==> src/rtl/core/tpbe_pkg.sv <==
// shared types, constants and arithmetic helpers of the tetrahedral basis evaluator
package tpbe_pkg;

	localparam int FRAC_BITS = 16;
	localparam int NDOF      = 23;
	localparam int NFACE     = 4;
	localparam int FACE_BASE = 10;
	localparam int Q_DEPTH   = 2;

	// internal value widths: wide operand, narrow operand
	localparam int VW = 36;
	localparam int SW = 25;
	localparam int PW = VW + SW;

	typedef logic signed [VW-1:0] val_t;
	typedef logic signed [SW-1:0] sml_t;
	typedef logic        [16:0]   coord_t;
	typedef logic signed [19:0]   wcrd_t;
	typedef logic        [4:0]    dof_t;
	typedef logic signed [18:0]   bval_t;
	typedef logic [NFACE-1:0][2:0][1:0] perm_set_t;

	typedef struct packed {
		coord_t    x;
		coord_t    y;
		coord_t    z;
		wcrd_t     w;
		perm_set_t perm;
	} item_t;

	localparam val_t  ONE_V   = val_t'(1) <<< FRAC_BITS;
	localparam wcrd_t ONE_W   = wcrd_t'(1) <<< FRAC_BITS;
	localparam sml_t  ALPHA   = 25'sd12359;
	localparam val_t  BUB_C   = 36'sd6813374;
	localparam bval_t OUT_MAX = 19'sd262143;
	localparam bval_t OUT_MIN = -19'sd262144;

	// beta1..beta7
	localparam sml_t BETA [7] = '{-25'sd10028, 25'sd7698, -25'sd30790, -25'sd9323,
		25'sd6586, -25'sd2236, -25'sd6539};

	// coordinate codes: 0 = w, 1 = x, 2 = y, 3 = z
	localparam logic [1:0] PAIR_A [6] = '{2'd0, 2'd0, 2'd0, 2'd1, 2'd1, 2'd2};
	localparam logic [1:0] PAIR_B [6] = '{2'd1, 2'd2, 2'd3, 2'd2, 2'd3, 2'd3};

	// triple products: 0 = xyz, 1 = wyz, 2 = wxz, 3 = wxy
	localparam logic [1:0] BUB_TRI [12] = '{2'd0, 2'd0, 2'd0, 2'd1, 2'd1, 2'd1,
		2'd2, 2'd2, 2'd2, 2'd3, 2'd3, 2'd3};
	localparam logic [1:0] BUB_T [12] = '{2'd3, 2'd2, 2'd1, 2'd0, 2'd2, 2'd3,
		2'd3, 2'd1, 2'd0, 2'd0, 2'd1, 2'd2};

	// mixing tables for the vertex and edge functions
	localparam dof_t MIX3 [4][3] = '{'{5'd13, 5'd18, 5'd19}, '{5'd12, 5'd17, 5'd20},
		'{5'd11, 5'd14, 5'd21}, '{5'd10, 5'd15, 5'd16}};
	localparam dof_t MIX6 [4][6] = '{
		'{5'd14, 5'd15, 5'd17, 5'd16, 5'd20, 5'd21},
		'{5'd10, 5'd11, 5'd16, 5'd18, 5'd19, 5'd21},
		'{5'd10, 5'd12, 5'd13, 5'd15, 5'd19, 5'd20},
		'{5'd11, 5'd12, 5'd14, 5'd13, 5'd17, 5'd18}};
	localparam dof_t MIX2 [6][2] = '{'{5'd16, 5'd21}, '{5'd15, 5'd20}, '{5'd14, 5'd17},
		'{5'd10, 5'd19}, '{5'd11, 5'd18}, '{5'd12, 5'd13}};
	localparam dof_t MIX4 [6][4] = '{'{5'd17, 5'd18, 5'd20, 5'd19},
		'{5'd13, 5'd14, 5'd21, 5'd19}, '{5'd13, 5'd15, 5'd16, 5'd18},
		'{5'd11, 5'd12, 5'd20, 5'd21}, '{5'd10, 5'd12, 5'd16, 5'd17},
		'{5'd10, 5'd11, 5'd14, 5'd15}};

	// fixed-point product, rounded to nearest with ties away from zero
	function automatic val_t mulq(input val_t a, input sml_t b);
		logic signed [PW-1:0] p;
		logic        [PW-1:0] m;
		logic        [PW-1:0] r;
		val_t                 rv;
		p  = a * b;
		m  = p[PW-1] ? PW'(-p) : PW'(p);
		r  = (m + (PW'(1) << (FRAC_BITS - 1))) >> FRAC_BITS;
		rv = val_t'(r[VW-1:0]);
		return p[PW-1] ? -rv : rv;
	endfunction

	// slot order of one face from its orientation code
	function automatic logic [2:0][1:0] face_slots(input logic [2:0] code);
		logic [1:0] s0;
		logic [1:0] s1;
		logic [1:0] s2;
		logic [1:0] t;
		s0 = 2'd0;
		s1 = 2'd1;
		s2 = 2'd2;
		if (code[2]) begin
			t = s0; s0 = s1; s1 = t;
		end
		if (code[1]) begin
			t = s1; s1 = s2; s2 = t;
		end
		if (code[0]) begin
			t = s0; s0 = s1; s1 = t;
		end
		return {s2, s1, s0};
	endfunction

	function automatic bval_t sat_out(input val_t v);
		if (v > val_t'(OUT_MAX)) return OUT_MAX;
		if (v < val_t'(OUT_MIN)) return OUT_MIN;
		return bval_t'(v[18:0]);
	endfunction

endpackage

==> src/rtl/core/tpbe_front.sv <==
// input side: unpacks a point, forms w and the face slot tables
module tpbe_front (
	input  logic           s_axis_tvalid,
	output logic           s_axis_tready,
	input  logic [63:0]    s_axis_tdata,   // coord_x, coord_y, coord_z, face0..face3_orient
	output logic           q_valid,
	input  logic           q_ready,
	output tpbe_pkg::item_t q_item
);
	import tpbe_pkg::*;

	coord_t cx;
	coord_t cy;
	coord_t cz;

	assign cx = s_axis_tdata[16:0];
	assign cy = s_axis_tdata[33:17];
	assign cz = s_axis_tdata[50:34];

	always_comb begin
		q_item.x = cx;
		q_item.y = cy;
		q_item.z = cz;
		q_item.w = ONE_W - wcrd_t'({3'b000, cx}) - wcrd_t'({3'b000, cy})
			- wcrd_t'({3'b000, cz});
		for (int f = 0; f < NFACE; f++) begin
			q_item.perm[f] = face_slots(s_axis_tdata[51 + 3*f +: 3]);
		end
	end

	assign q_valid       = s_axis_tvalid;
	assign s_axis_tready = q_ready;

endmodule

==> config.mk <==
export PLATFORM = sky130hd
export DESIGN_NAME = tpbe_front
export DESIGN_NICKNAME = d
export VERILOG_FILES = /design/src/rtl/core/tpbe_pkg.sv /design/src/rtl/core/tpbe_front.sv
export SDC_FILE = /design/constraint.sdc
export NUM_CORES = 1
export LEC_CHECK = 0
export BUFFER_PORTS_ARGS = -buffer_cell sky130_fd_sc_hd__clkbuf_2
export CAP_MARGIN = 25
export CORE_ASPECT_RATIO = 1.2
export CORE_MARGIN = 1
export CORE_UTILIZATION = 39
export DETAILED_ROUTE_END_ITERATION = 10
export PLACE_DENSITY_LB_ADDON = 0.08
export RECOVER_POWER = 100
export SETUP_SLACK_MARGIN = 0.5
export SLEW_MARGIN = 15
export SYNTH_ARGS = -nofsm -noshare
export SYNTH_HDL_FRONTEND = slang
export SYNTH_SLANG_ARGS = --single-unit
==> constraint.sdc <==
create_clock -name vclk -period 3.15
set_input_delay 0 -clock vclk [all_inputs]
set_output_delay 0 -clock vclk [all_outputs]
set_load 0.02 [all_outputs]
==> reports/metrics.yaml <==
status: "finished with violations"
violations: "setup timing"
antenna_cells: 0
syn_avg_cell_area_um2: 7.713
routabilityCongestion: 0.7536
ir_drop_mv: 0.1793
yosysUniqueCellTypes: 37
seqCellArea_um2: 0
dr.pass1.iters: 4
ys_seq_area_share_pct: 0
area_growth_pct: 74.45
placedInstanceArea_um2: 3289
detail-route-antenna-nets: 0
dieHeight_um: 83.52
grt_overflow_total: 0
hold_class: "in -> out"
cts-hold-fix-buffers: 0
dp_cells: 497
setup_violations: 7
die_area_um2: 5840
crit_arrival_ns: 3.35
whs_path_depth: 0
routedWlPerCell_um: 12.03
grt_pass1_wl_um: 10070
grt_max_degree: 6
rsz0062_at_grt: "true"
max_freq_mhz: 298.9
drt-initial-drc-count: 52
multi_input_area_um2: 2136
die_w_um: 69.93
setup_slack_ns: -0.1958
io_pins: 163
period_share_pct: 106.2
drv_slew: 0
fin_nets: 551
hpwl_um: 5052
cp_max_fo: 3
crit_required_ns: 3.15
num_vias: 2438
vias_per_cell: 4.799
cp-startpoint: "s_axis_tdata[1]"
clock_buffer_count: 0
core.rowCount: 29
portBuffers: 158
syn_area_um2: 2160
tightest_slew_ns: 0.4453
endpoint_kind: "primary output"
hold-worst-slack_ns: 0.00004353
drc: 0
powerDensity_nw_per_um2: 402.1
maxCapViolCount: 0
drive_gt1_share_pct: 55.16
fin_crit_ns: 3.346
finalHoldViolations: 0
grt_pass1_vias: 2275
grt_usage_pct: 20.36
antenna_found_initial: 0
criticalPathCategory: "in -> out"
floorplan.initialDensity_pct: 40.77
worstSetupEndpoint: "q_item[41]"
seq_cells: 0
final_cells: 508
setup-tns-final_ns: -0.9224
power_leakage_nw: 1.839
slew_headroom_pct: 70.21
ys_warn_count: 0
netlist_instances: 280
core_area_um2: 5298
fillCellCount: 447
startpoint_type: "input port"
stdcell_area_um2: 3767
syn_nets: 383
drt-total-wl_um: 6109
power by group:
| part | leakage [nW] | switching, mW | internal [mW] | total, mW |
|---|---|---|---|---|
| Sequential | 0 | 0 | 0 | 0 |
| Clock | 0 | 0 | 0 | 0 |
| Combinational | 1.84 | 0.770 | 0.745 | 1.51 |
| Total | 1.84 | 0.770 | 0.745 | 1.51 |
cell usage in the layout (no fill, tap or decap), types with 9 or more instances in the layout:
cell and instances:
buf_4 52, buf_6 12, clkbuf_1 57, clkbuf_2 85, clkbuf_8 9, fa_1 17, ha_1 10, ha_4 10
inv_1 42, nor2_1 17, xnor2_1 10, xnor2_2 10
metrics by stage:
stage,power [mW],setup WS (ns),utilization [%]
2_1_floorplan,0.8181,0.01067,-
3_3_place_gp,1.196,-0.3213,62.09
3_5_place_dp,1.207,-0.3106,62.09
4_1_cts,1.458,-0.1644,69.96
5_1_grt,1.623,-0.3265,71.11
6_report,1.515,-0.1958,71.11
metal layers:
metal  vias to the layer above  track usage, %  wire length (um)
met5                         -               0                 0
met2                        94           42.31              3477
met3                         2          0.8454               301
li1                       1211               -                 -
met4                         0          0.7273                22
met1                      1131           23.40              2308
what timing repair did:
item | in CTS | in global routing
endpoints found under the setup margin | 14 | 13
pin swaps | 41 | 21
buffers inserted | 6 | 5
gates resized for setup | 74 | 22
cell usage after synthesis (2+ instances only):
cell type  count  area share (%)
nand2_1        8             1.4
and2_1         6             1.7
a211oi_1       4             1.4
nor4_1         2            0.58
ha_1          20              12
o21ai_0        9             2.1
o21bai_1       2            0.70
inv_1         44             7.6
xor2_1        10             4.1
nor3_1         7             1.6
and3_1         3            0.87
mux2_2         8             4.2
xnor2_1       20             8.1
a21o_1         8             2.8
nor2_1        21             3.7
a2111oi_0      2            0.81
buf_4         53              18
or4_4          2             1.0
o211ai_1       2            0.70
fa_1          17              16
nand3_1        3            0.70
a31oi_1        5             1.4
a21oi_1       10             2.3
critical path: stages:
cell and delay (ns):
clkbuf_16 0.14, or3_4 0.39, nor3_4 0.20, nand2_2 0.11, or4_4 0.47, nor3_4 0.16
xnor2_2 0.14, fa_1 0.48, ha_4 0.23, and2_4 0.14, a221o_1 0.35, a21oi_2 0.13
o21ai_2 0.09, xnor2_2 0.15, clkbuf_8 0.17
final cells by class:
type                       count  area share (%)
multi-input combinational    183           56.69
timing repair buffer         219           36.20
inverter                      44           5.048
tap                           62           2.059
logic make-up (layout without fill, tap and decap cells):
group	count (synthesis)	count (layout)	share of synthesized area [%]
adders and majority gates	37	37	27.35
xor gates and xnor gates	30	30	12.17
and+or+nand+nor	61	61	15.12
AOI/OAI and AO/OA	47	47	15.12
buffers and inverters	97	263	26.07
muxes	8	8	4.172
worst min path at each step:
| stage | start | to | slack (ns) |
|---|---|---|---|
| 6_report | s_axis_tvalid | q_valid | 0.00004 |
| 5_1_grt | q_ready | s_axis_tready | 0.0001 |
| 4_1_cts | s_axis_tvalid | q_valid | 0.0001 |
| 3_5_place_dp | s_axis_tvalid | q_valid | 0.0001 |
| 3_3_place_gp | s_axis_tvalid | q_valid | 0.0001 |
| 2_1_floorplan | s_axis_tdata[56] | q_item[10] | 0.07 |
Power figures use the tool's default switching activity.
