<file path="src/rtl/core/tpbe_pkg.sv">
// shared types, constants and arithmetic helpers of the tetrahedral basis evaluator
package tpbe_pkg;

	localparam int FRAC_BITS = 16;
	localparam int NDOF      = 23;
	localparam int NFACE     = 4;
	localparam int FACE_BASE = 10;
	localparam int Q_DEPTH   = 2;

	// internal value widths: wide operand, narrow operand
	localparam int VW = 36;
	localparam int SW = 25;
	localparam int PW = VW + SW;

	typedef logic signed [VW-1:0] val_t;
	typedef logic signed [SW-1:0] sml_t;
	typedef logic        [16:0]   coord_t;
	typedef logic signed [19:0]   wcrd_t;
	typedef logic        [4:0]    dof_t;
	typedef logic signed [18:0]   bval_t;
	typedef logic [NFACE-1:0][2:0][1:0] perm_set_t;

	typedef struct packed {
		coord_t    x;
		coord_t    y;
		coord_t    z;
		wcrd_t     w;
		perm_set_t perm;
	} item_t;

	localparam val_t  ONE_V   = val_t'(1) <<< FRAC_BITS;
	localparam wcrd_t ONE_W   = wcrd_t'(1) <<< FRAC_BITS;
	localparam sml_t  ALPHA   = 25'sd12359;
	localparam val_t  BUB_C   = 36'sd6813374;
	localparam bval_t OUT_MAX = 19'sd262143;
	localparam bval_t OUT_MIN = -19'sd262144;

	// beta1..beta7
	localparam sml_t BETA [7] = '{-25'sd10028, 25'sd7698, -25'sd30790, -25'sd9323,
		25'sd6586, -25'sd2236, -25'sd6539};

	// coordinate codes: 0 = w, 1 = x, 2 = y, 3 = z
	localparam logic [1:0] PAIR_A [6] = '{2'd0, 2'd0, 2'd0, 2'd1, 2'd1, 2'd2};
	localparam logic [1:0] PAIR_B [6] = '{2'd1, 2'd2, 2'd3, 2'd2, 2'd3, 2'd3};

	// triple products: 0 = xyz, 1 = wyz, 2 = wxz, 3 = wxy
	localparam logic [1:0] BUB_TRI [12] = '{2'd0, 2'd0, 2'd0, 2'd1, 2'd1, 2'd1,
		2'd2, 2'd2, 2'd2, 2'd3, 2'd3, 2'd3};
	localparam logic [1:0] BUB_T [12] = '{2'd3, 2'd2, 2'd1, 2'd0, 2'd2, 2'd3,
		2'd3, 2'd1, 2'd0, 2'd0, 2'd1, 2'd2};

	// mixing tables for the vertex and edge functions
	localparam dof_t MIX3 [4][3] = '{'{5'd13, 5'd18, 5'd19}, '{5'd12, 5'd17, 5'd20},
		'{5'd11, 5'd14, 5'd21}, '{5'd10, 5'd15, 5'd16}};
	localparam dof_t MIX6 [4][6] = '{
		'{5'd14, 5'd15, 5'd17, 5'd16, 5'd20, 5'd21},
		'{5'd10, 5'd11, 5'd16, 5'd18, 5'd19, 5'd21},
		'{5'd10, 5'd12, 5'd13, 5'd15, 5'd19, 5'd20},
		'{5'd11, 5'd12, 5'd14, 5'd13, 5'd17, 5'd18}};
	localparam dof_t MIX2 [6][2] = '{'{5'd16, 5'd21}, '{5'd15, 5'd20}, '{5'd14, 5'd17},
		'{5'd10, 5'd19}, '{5'd11, 5'd18}, '{5'd12, 5'd13}};
	localparam dof_t MIX4 [6][4] = '{'{5'd17, 5'd18, 5'd20, 5'd19},
		'{5'd13, 5'd14, 5'd21, 5'd19}, '{5'd13, 5'd15, 5'd16, 5'd18},
		'{5'd11, 5'd12, 5'd20, 5'd21}, '{5'd10, 5'd12, 5'd16, 5'd17},
		'{5'd10, 5'd11, 5'd14, 5'd15}};

	// fixed-point product, rounded to nearest with ties away from zero
	function automatic val_t mulq(input val_t a, input sml_t b);
		logic signed [PW-1:0] p;
		logic        [PW-1:0] m;
		logic        [PW-1:0] r;
		val_t                 rv;
		p  = a * b;
		m  = p[PW-1] ? PW'(-p) : PW'(p);
		r  = (m + (PW'(1) << (FRAC_BITS - 1))) >> FRAC_BITS;
		rv = val_t'(r[VW-1:0]);
		return p[PW-1] ? -rv : rv;
	endfunction

	// slot order of one face from its orientation code
	function automatic logic [2:0][1:0] face_slots(input logic [2:0] code);
		logic [1:0] s0;
		logic [1:0] s1;
		logic [1:0] s2;
		logic [1:0] t;
		s0 = 2'd0;
		s1 = 2'd1;
		s2 = 2'd2;
		if (code[2]) begin
			t = s0; s0 = s1; s1 = t;
		end
		if (code[1]) begin
			t = s1; s1 = s2; s2 = t;
		end
		if (code[0]) begin
			t = s0; s0 = s1; s1 = t;
		end
		return {s2, s1, s0};
	endfunction

	function automatic bval_t sat_out(input val_t v);
		if (v > val_t'(OUT_MAX)) return OUT_MAX;
		if (v < val_t'(OUT_MIN)) return OUT_MIN;
		return bval_t'(v[18:0]);
	endfunction

endpackage

</file>
<file path="src/rtl/core/tpbe_fifo.sv">
// short item queue between the front and the arithmetic back end
module tpbe_fifo #(
	parameter int DEPTH = tpbe_pkg::Q_DEPTH
) (
	input  logic            clk,
	input  logic            arst_n,
	input  logic            in_valid,
	output logic            in_ready,
	input  tpbe_pkg::item_t in_item,
	output logic            out_valid,
	input  logic            out_ready,
	output tpbe_pkg::item_t out_item
);
	import tpbe_pkg::*;

	localparam int AW = $clog2(DEPTH);
	localparam int CW = $clog2(DEPTH + 1);

	item_t         mem_q [DEPTH];
	logic [AW-1:0] wr_ptr_q;
	logic [AW-1:0] rd_ptr_q;
	logic [CW-1:0] cnt_q;
	logic          push;
	logic          pop;

	assign in_ready  = cnt_q != CW'(DEPTH);
	assign out_valid = cnt_q != '0;
	assign push      = in_valid && in_ready;
	assign pop       = out_valid && out_ready;
	assign out_item  = mem_q[rd_ptr_q];

	always_ff @(posedge clk or negedge arst_n) begin
		if (!arst_n) begin
			wr_ptr_q <= '0;
			rd_ptr_q <= '0;
			cnt_q    <= '0;
		end else begin
			if (push) begin
				wr_ptr_q <= (wr_ptr_q == AW'(DEPTH - 1)) ? '0 : wr_ptr_q + 1'b1;
			end
			if (pop) begin
				rd_ptr_q <= (rd_ptr_q == AW'(DEPTH - 1)) ? '0 : rd_ptr_q + 1'b1;
			end
			if (push && !pop) begin
				cnt_q <= cnt_q + 1'b1;
			end else if (pop && !push) begin
				cnt_q <= cnt_q - 1'b1;
			end
		end
	end

	always_ff @(posedge clk) begin
		if (push) begin
			mem_q[wr_ptr_q] <= in_item;
		end
	end

endmodule

</file>
<file path="config.mk">
export PLATFORM = sky130hd
export DESIGN_NAME = tpbe_fifo
export DESIGN_NICKNAME = d
export VERILOG_FILES = /design/src/rtl/core/tpbe_pkg.sv /design/src/rtl/core/tpbe_fifo.sv
export SDC_FILE = /design/constraint.sdc
export NUM_CORES = 1
export LEC_CHECK = 0
export ABC_AREA = 1
export BUFFER_PORTS_ARGS = -buffer_cell sky130_fd_sc_hd__buf_2
export CAP_MARGIN = 15
export CORE_MARGIN = 2
export CORE_UTILIZATION = 49
export CTS_BUF_LIST = sky130_fd_sc_hd__clkbuf_2 sky130_fd_sc_hd__clkbuf_4 sky130_fd_sc_hd__clkbuf_8
export CTS_CLUSTER_SIZE = 24
export DETAILED_ROUTE_END_ITERATION = 10
export PLACE_DENSITY = 0.82
export RECOVER_POWER = 50
export SLEW_MARGIN = 20
export SYNTH_ARGS = -nofsm -noshare
export SYNTH_HDL_FRONTEND = slang
export SYNTH_SLANG_ARGS = --single-unit
</file>
<file path="constraint.sdc">
create_clock -name clk -period 5.33 [get_ports clk]
set_input_delay 1.066 -clock clk [delete_from_list [all_inputs] [get_ports clk]]
set_output_delay 1.066 -clock clk [all_outputs]
set_load 0.01 [all_outputs]
</file>
==> reports/metrics.cfg <==
[min_path]
min_path_type=input pin to async pin

[grt]
grt_max_degree=97
grt_pass1_vias=4249
antenna_found_initial=0
track_usage_pct=17.19
grt.overflow.total=0
grt_pass1_wl_um=20550

[logic_synthesis]
yosys.area.top_type_share_pct=79.96
ys_top_cells_by_area=edfxtp_1 80%, nand2_1 16%, dfrtp_1 1.4%, buf_4 0.95%, buf_2 0.70%
seq_area_frac_synth_pct=81.36
synthCells=525
ys_warn_count=0
synth_area_leader_cell=edfxtp_1
synth_nets=625
post_synth.cell_area_avg_um2=13.59
synthDistinctLibCells=14
syn-cell-area_um2=7136
postSynthRegisterBits=194

[power_and_ir_drop]
p_seq_share_pct=47.4
p_int_uw=3002
swShare_pct=34.50
power.switching_uw=1581
ir_drop_mv=0.4362
pwr-share-clk_pct=19.7
power_density_nw_per_um2=535.0
pwr-share-comb_pct=32.9
p_leak_uw=0.003625

[timing]
maxSlewViolCount=49
final-hold-violation-count=0
fin_worst_skew_ps=12.78
relSlewSlack_pct=-80.10
min_period_ps=3786
max_freq_mhz=264.1
tightest_slew_ps=2701
setup_viol=0
fin_tns_setup_ps=0
finalCritPeriodShare_pct=71.04
rsz0062_at_grt=no

[die]
die_y_um=124.7
die_w_um=124.7
core-area_um2=14370
dieArea_um2=15540
start_util_pct=49.66
rows=44
top_level_ports=196

[placement]
dp.cells=888
place_congestion=0.7969
io_buffers=195
post_dp_cell_area_um2=8270
dp_hpwl_um=8312

[cts]
clk_pin_slew_ps=90
cts.sink_count=194
cts_root_buffer=clkbuf_8
cts_tree=built
ctsLongestPathBuffers=2
cts_resized=0
numCtsBuffers=17
worstSkewPairLatency_ps=440
htreeDepth=4
post_cts_buffers=0
postCtsHoldBufs=0

[job]
cap_viol_max_count=1

[status]
violations=max-capacitance violations, max-slew violations
status=complete, but fails checks

[critical_path]
cp-end-kind=flip-flop
cp.arrival_ps=3790
worstPathRequired_ps=5330
crit_type=input pin to flip-flop
crit_fanout=48
start_kind=input pin

[route]
first_pass_iters=4
drtIter0Drc=248
antenna_left=0
vias=4428
drc=0
routed_wl_um=13090
via_per_inst=4.813
wl_per_cell_um=14.23

[finish]
multiInputGateArea_um2=1161
final_common_cell=nand2_1
final_cell_mix=295 x nand2_1, 190 x edfxtp_1, 151 x buf_2
register_area_um2=5809
nets=823
utilization_pct=59.62
syn_to_final_growth_pct=20.06
n_fill_cell=1166
fin_cells=920
layout-drive-gt1-share_pct=25.68
diodes=0
finalInstanceArea_um2=8567

worst max-delay path, stage by stage:
cell      delay (ps)
buf_2             80
nand2_1          110
nor2_1           530
clkbuf_1        1970
layer usage:
layer  track usage (%)  routed length [µm]  vias to the layer above  part of all wire (%)
li1                  -                   -                     2157                     -
met1             21.28                5230                     2043                    40
met2             27.97                6483                      205                    50
met3             5.455                1129                       23                   8.6
met4             7.535                 250                        0                   1.9
met5                 0                   0                        -                     0
state kept, by name (all words and copies together), names as in the netlist:
name and flops:
mem_q 190, wr_ptr_q 1, rd_ptr_q 1, cnt_q 2
layout make-up:
cell class / instances / area share [%]
Clock buffer: 19 / 2.906
Multi-Input combinational cell: 303 / 13.55
Inverter: 7 / 0.3359
Clock inverter: 13 / 1.563
Timing Repair Buffer: 200 / 11.14
Sequential cell: 194 / 67.81
Tap cell: 184 / 2.687
logic make-up after synthesis:
family	after synthesis	share of synthesized area (%)
simple gates	300	15.85
xor+xnor	2	0.2455
buf+inv	28	2.367
flops	194	81.36
fa+ha+maj	1	0.1753
power groups by stage:
stage / clock network [µW] / logic (µW) / registers (µW)
final: 904 / 1510 / 2170
after floorplan: 0 / 964 / 2230
after CTS: 928 / 1560 / 2170
after global placement: 0 / 1530 / 2190
after detailed placement: 0 / 1550 / 2200
after global routing: 988 / 1690 / 2200
synthesized netlist by cell type, drive strengths merged:
master and number:
inv 7, edfxtp 190, xor2 1, xnor2 1
dfrtp 4, buf 21, ha 1, nand3 2
nand4 1, nor2 2, nand2 295
per-stage QoR:
step	total power [µW]	setup slack, ps	hold WS [ps]
finish	4583	1544	446.1
global placement	3719	2687	478.6
global route	4880	1214	421.3
detailed placement	3754	2620	491.1
CTS	4652	2098	373.2
floorplan	3194	-351.5	462.5
worst paths after layout:
| check | endpoint | cells after the start | from | slack (ps) |
|---|---|---|---|---|
| max in group asynchronous | rd_ptr_q | 1 | arst_n | 4650 |
| min in group clk | cnt_q[0] | 1 | cnt_q[0] | 510 |
| worst max-delay path | mem_q[1][57] | 4 | in_valid | 1540 |
| worst max register to register | mem_q[1][57] | 5 | cnt_q[0] | 1650 |
| worst min register to register | cnt_q[0] | 1 | cnt_q[0] | 510 |
| worst min-delay path | cnt_q[1] | 1 | arst_n | 450 |
No activity file was read; power rests on OpenSTA's default activity.
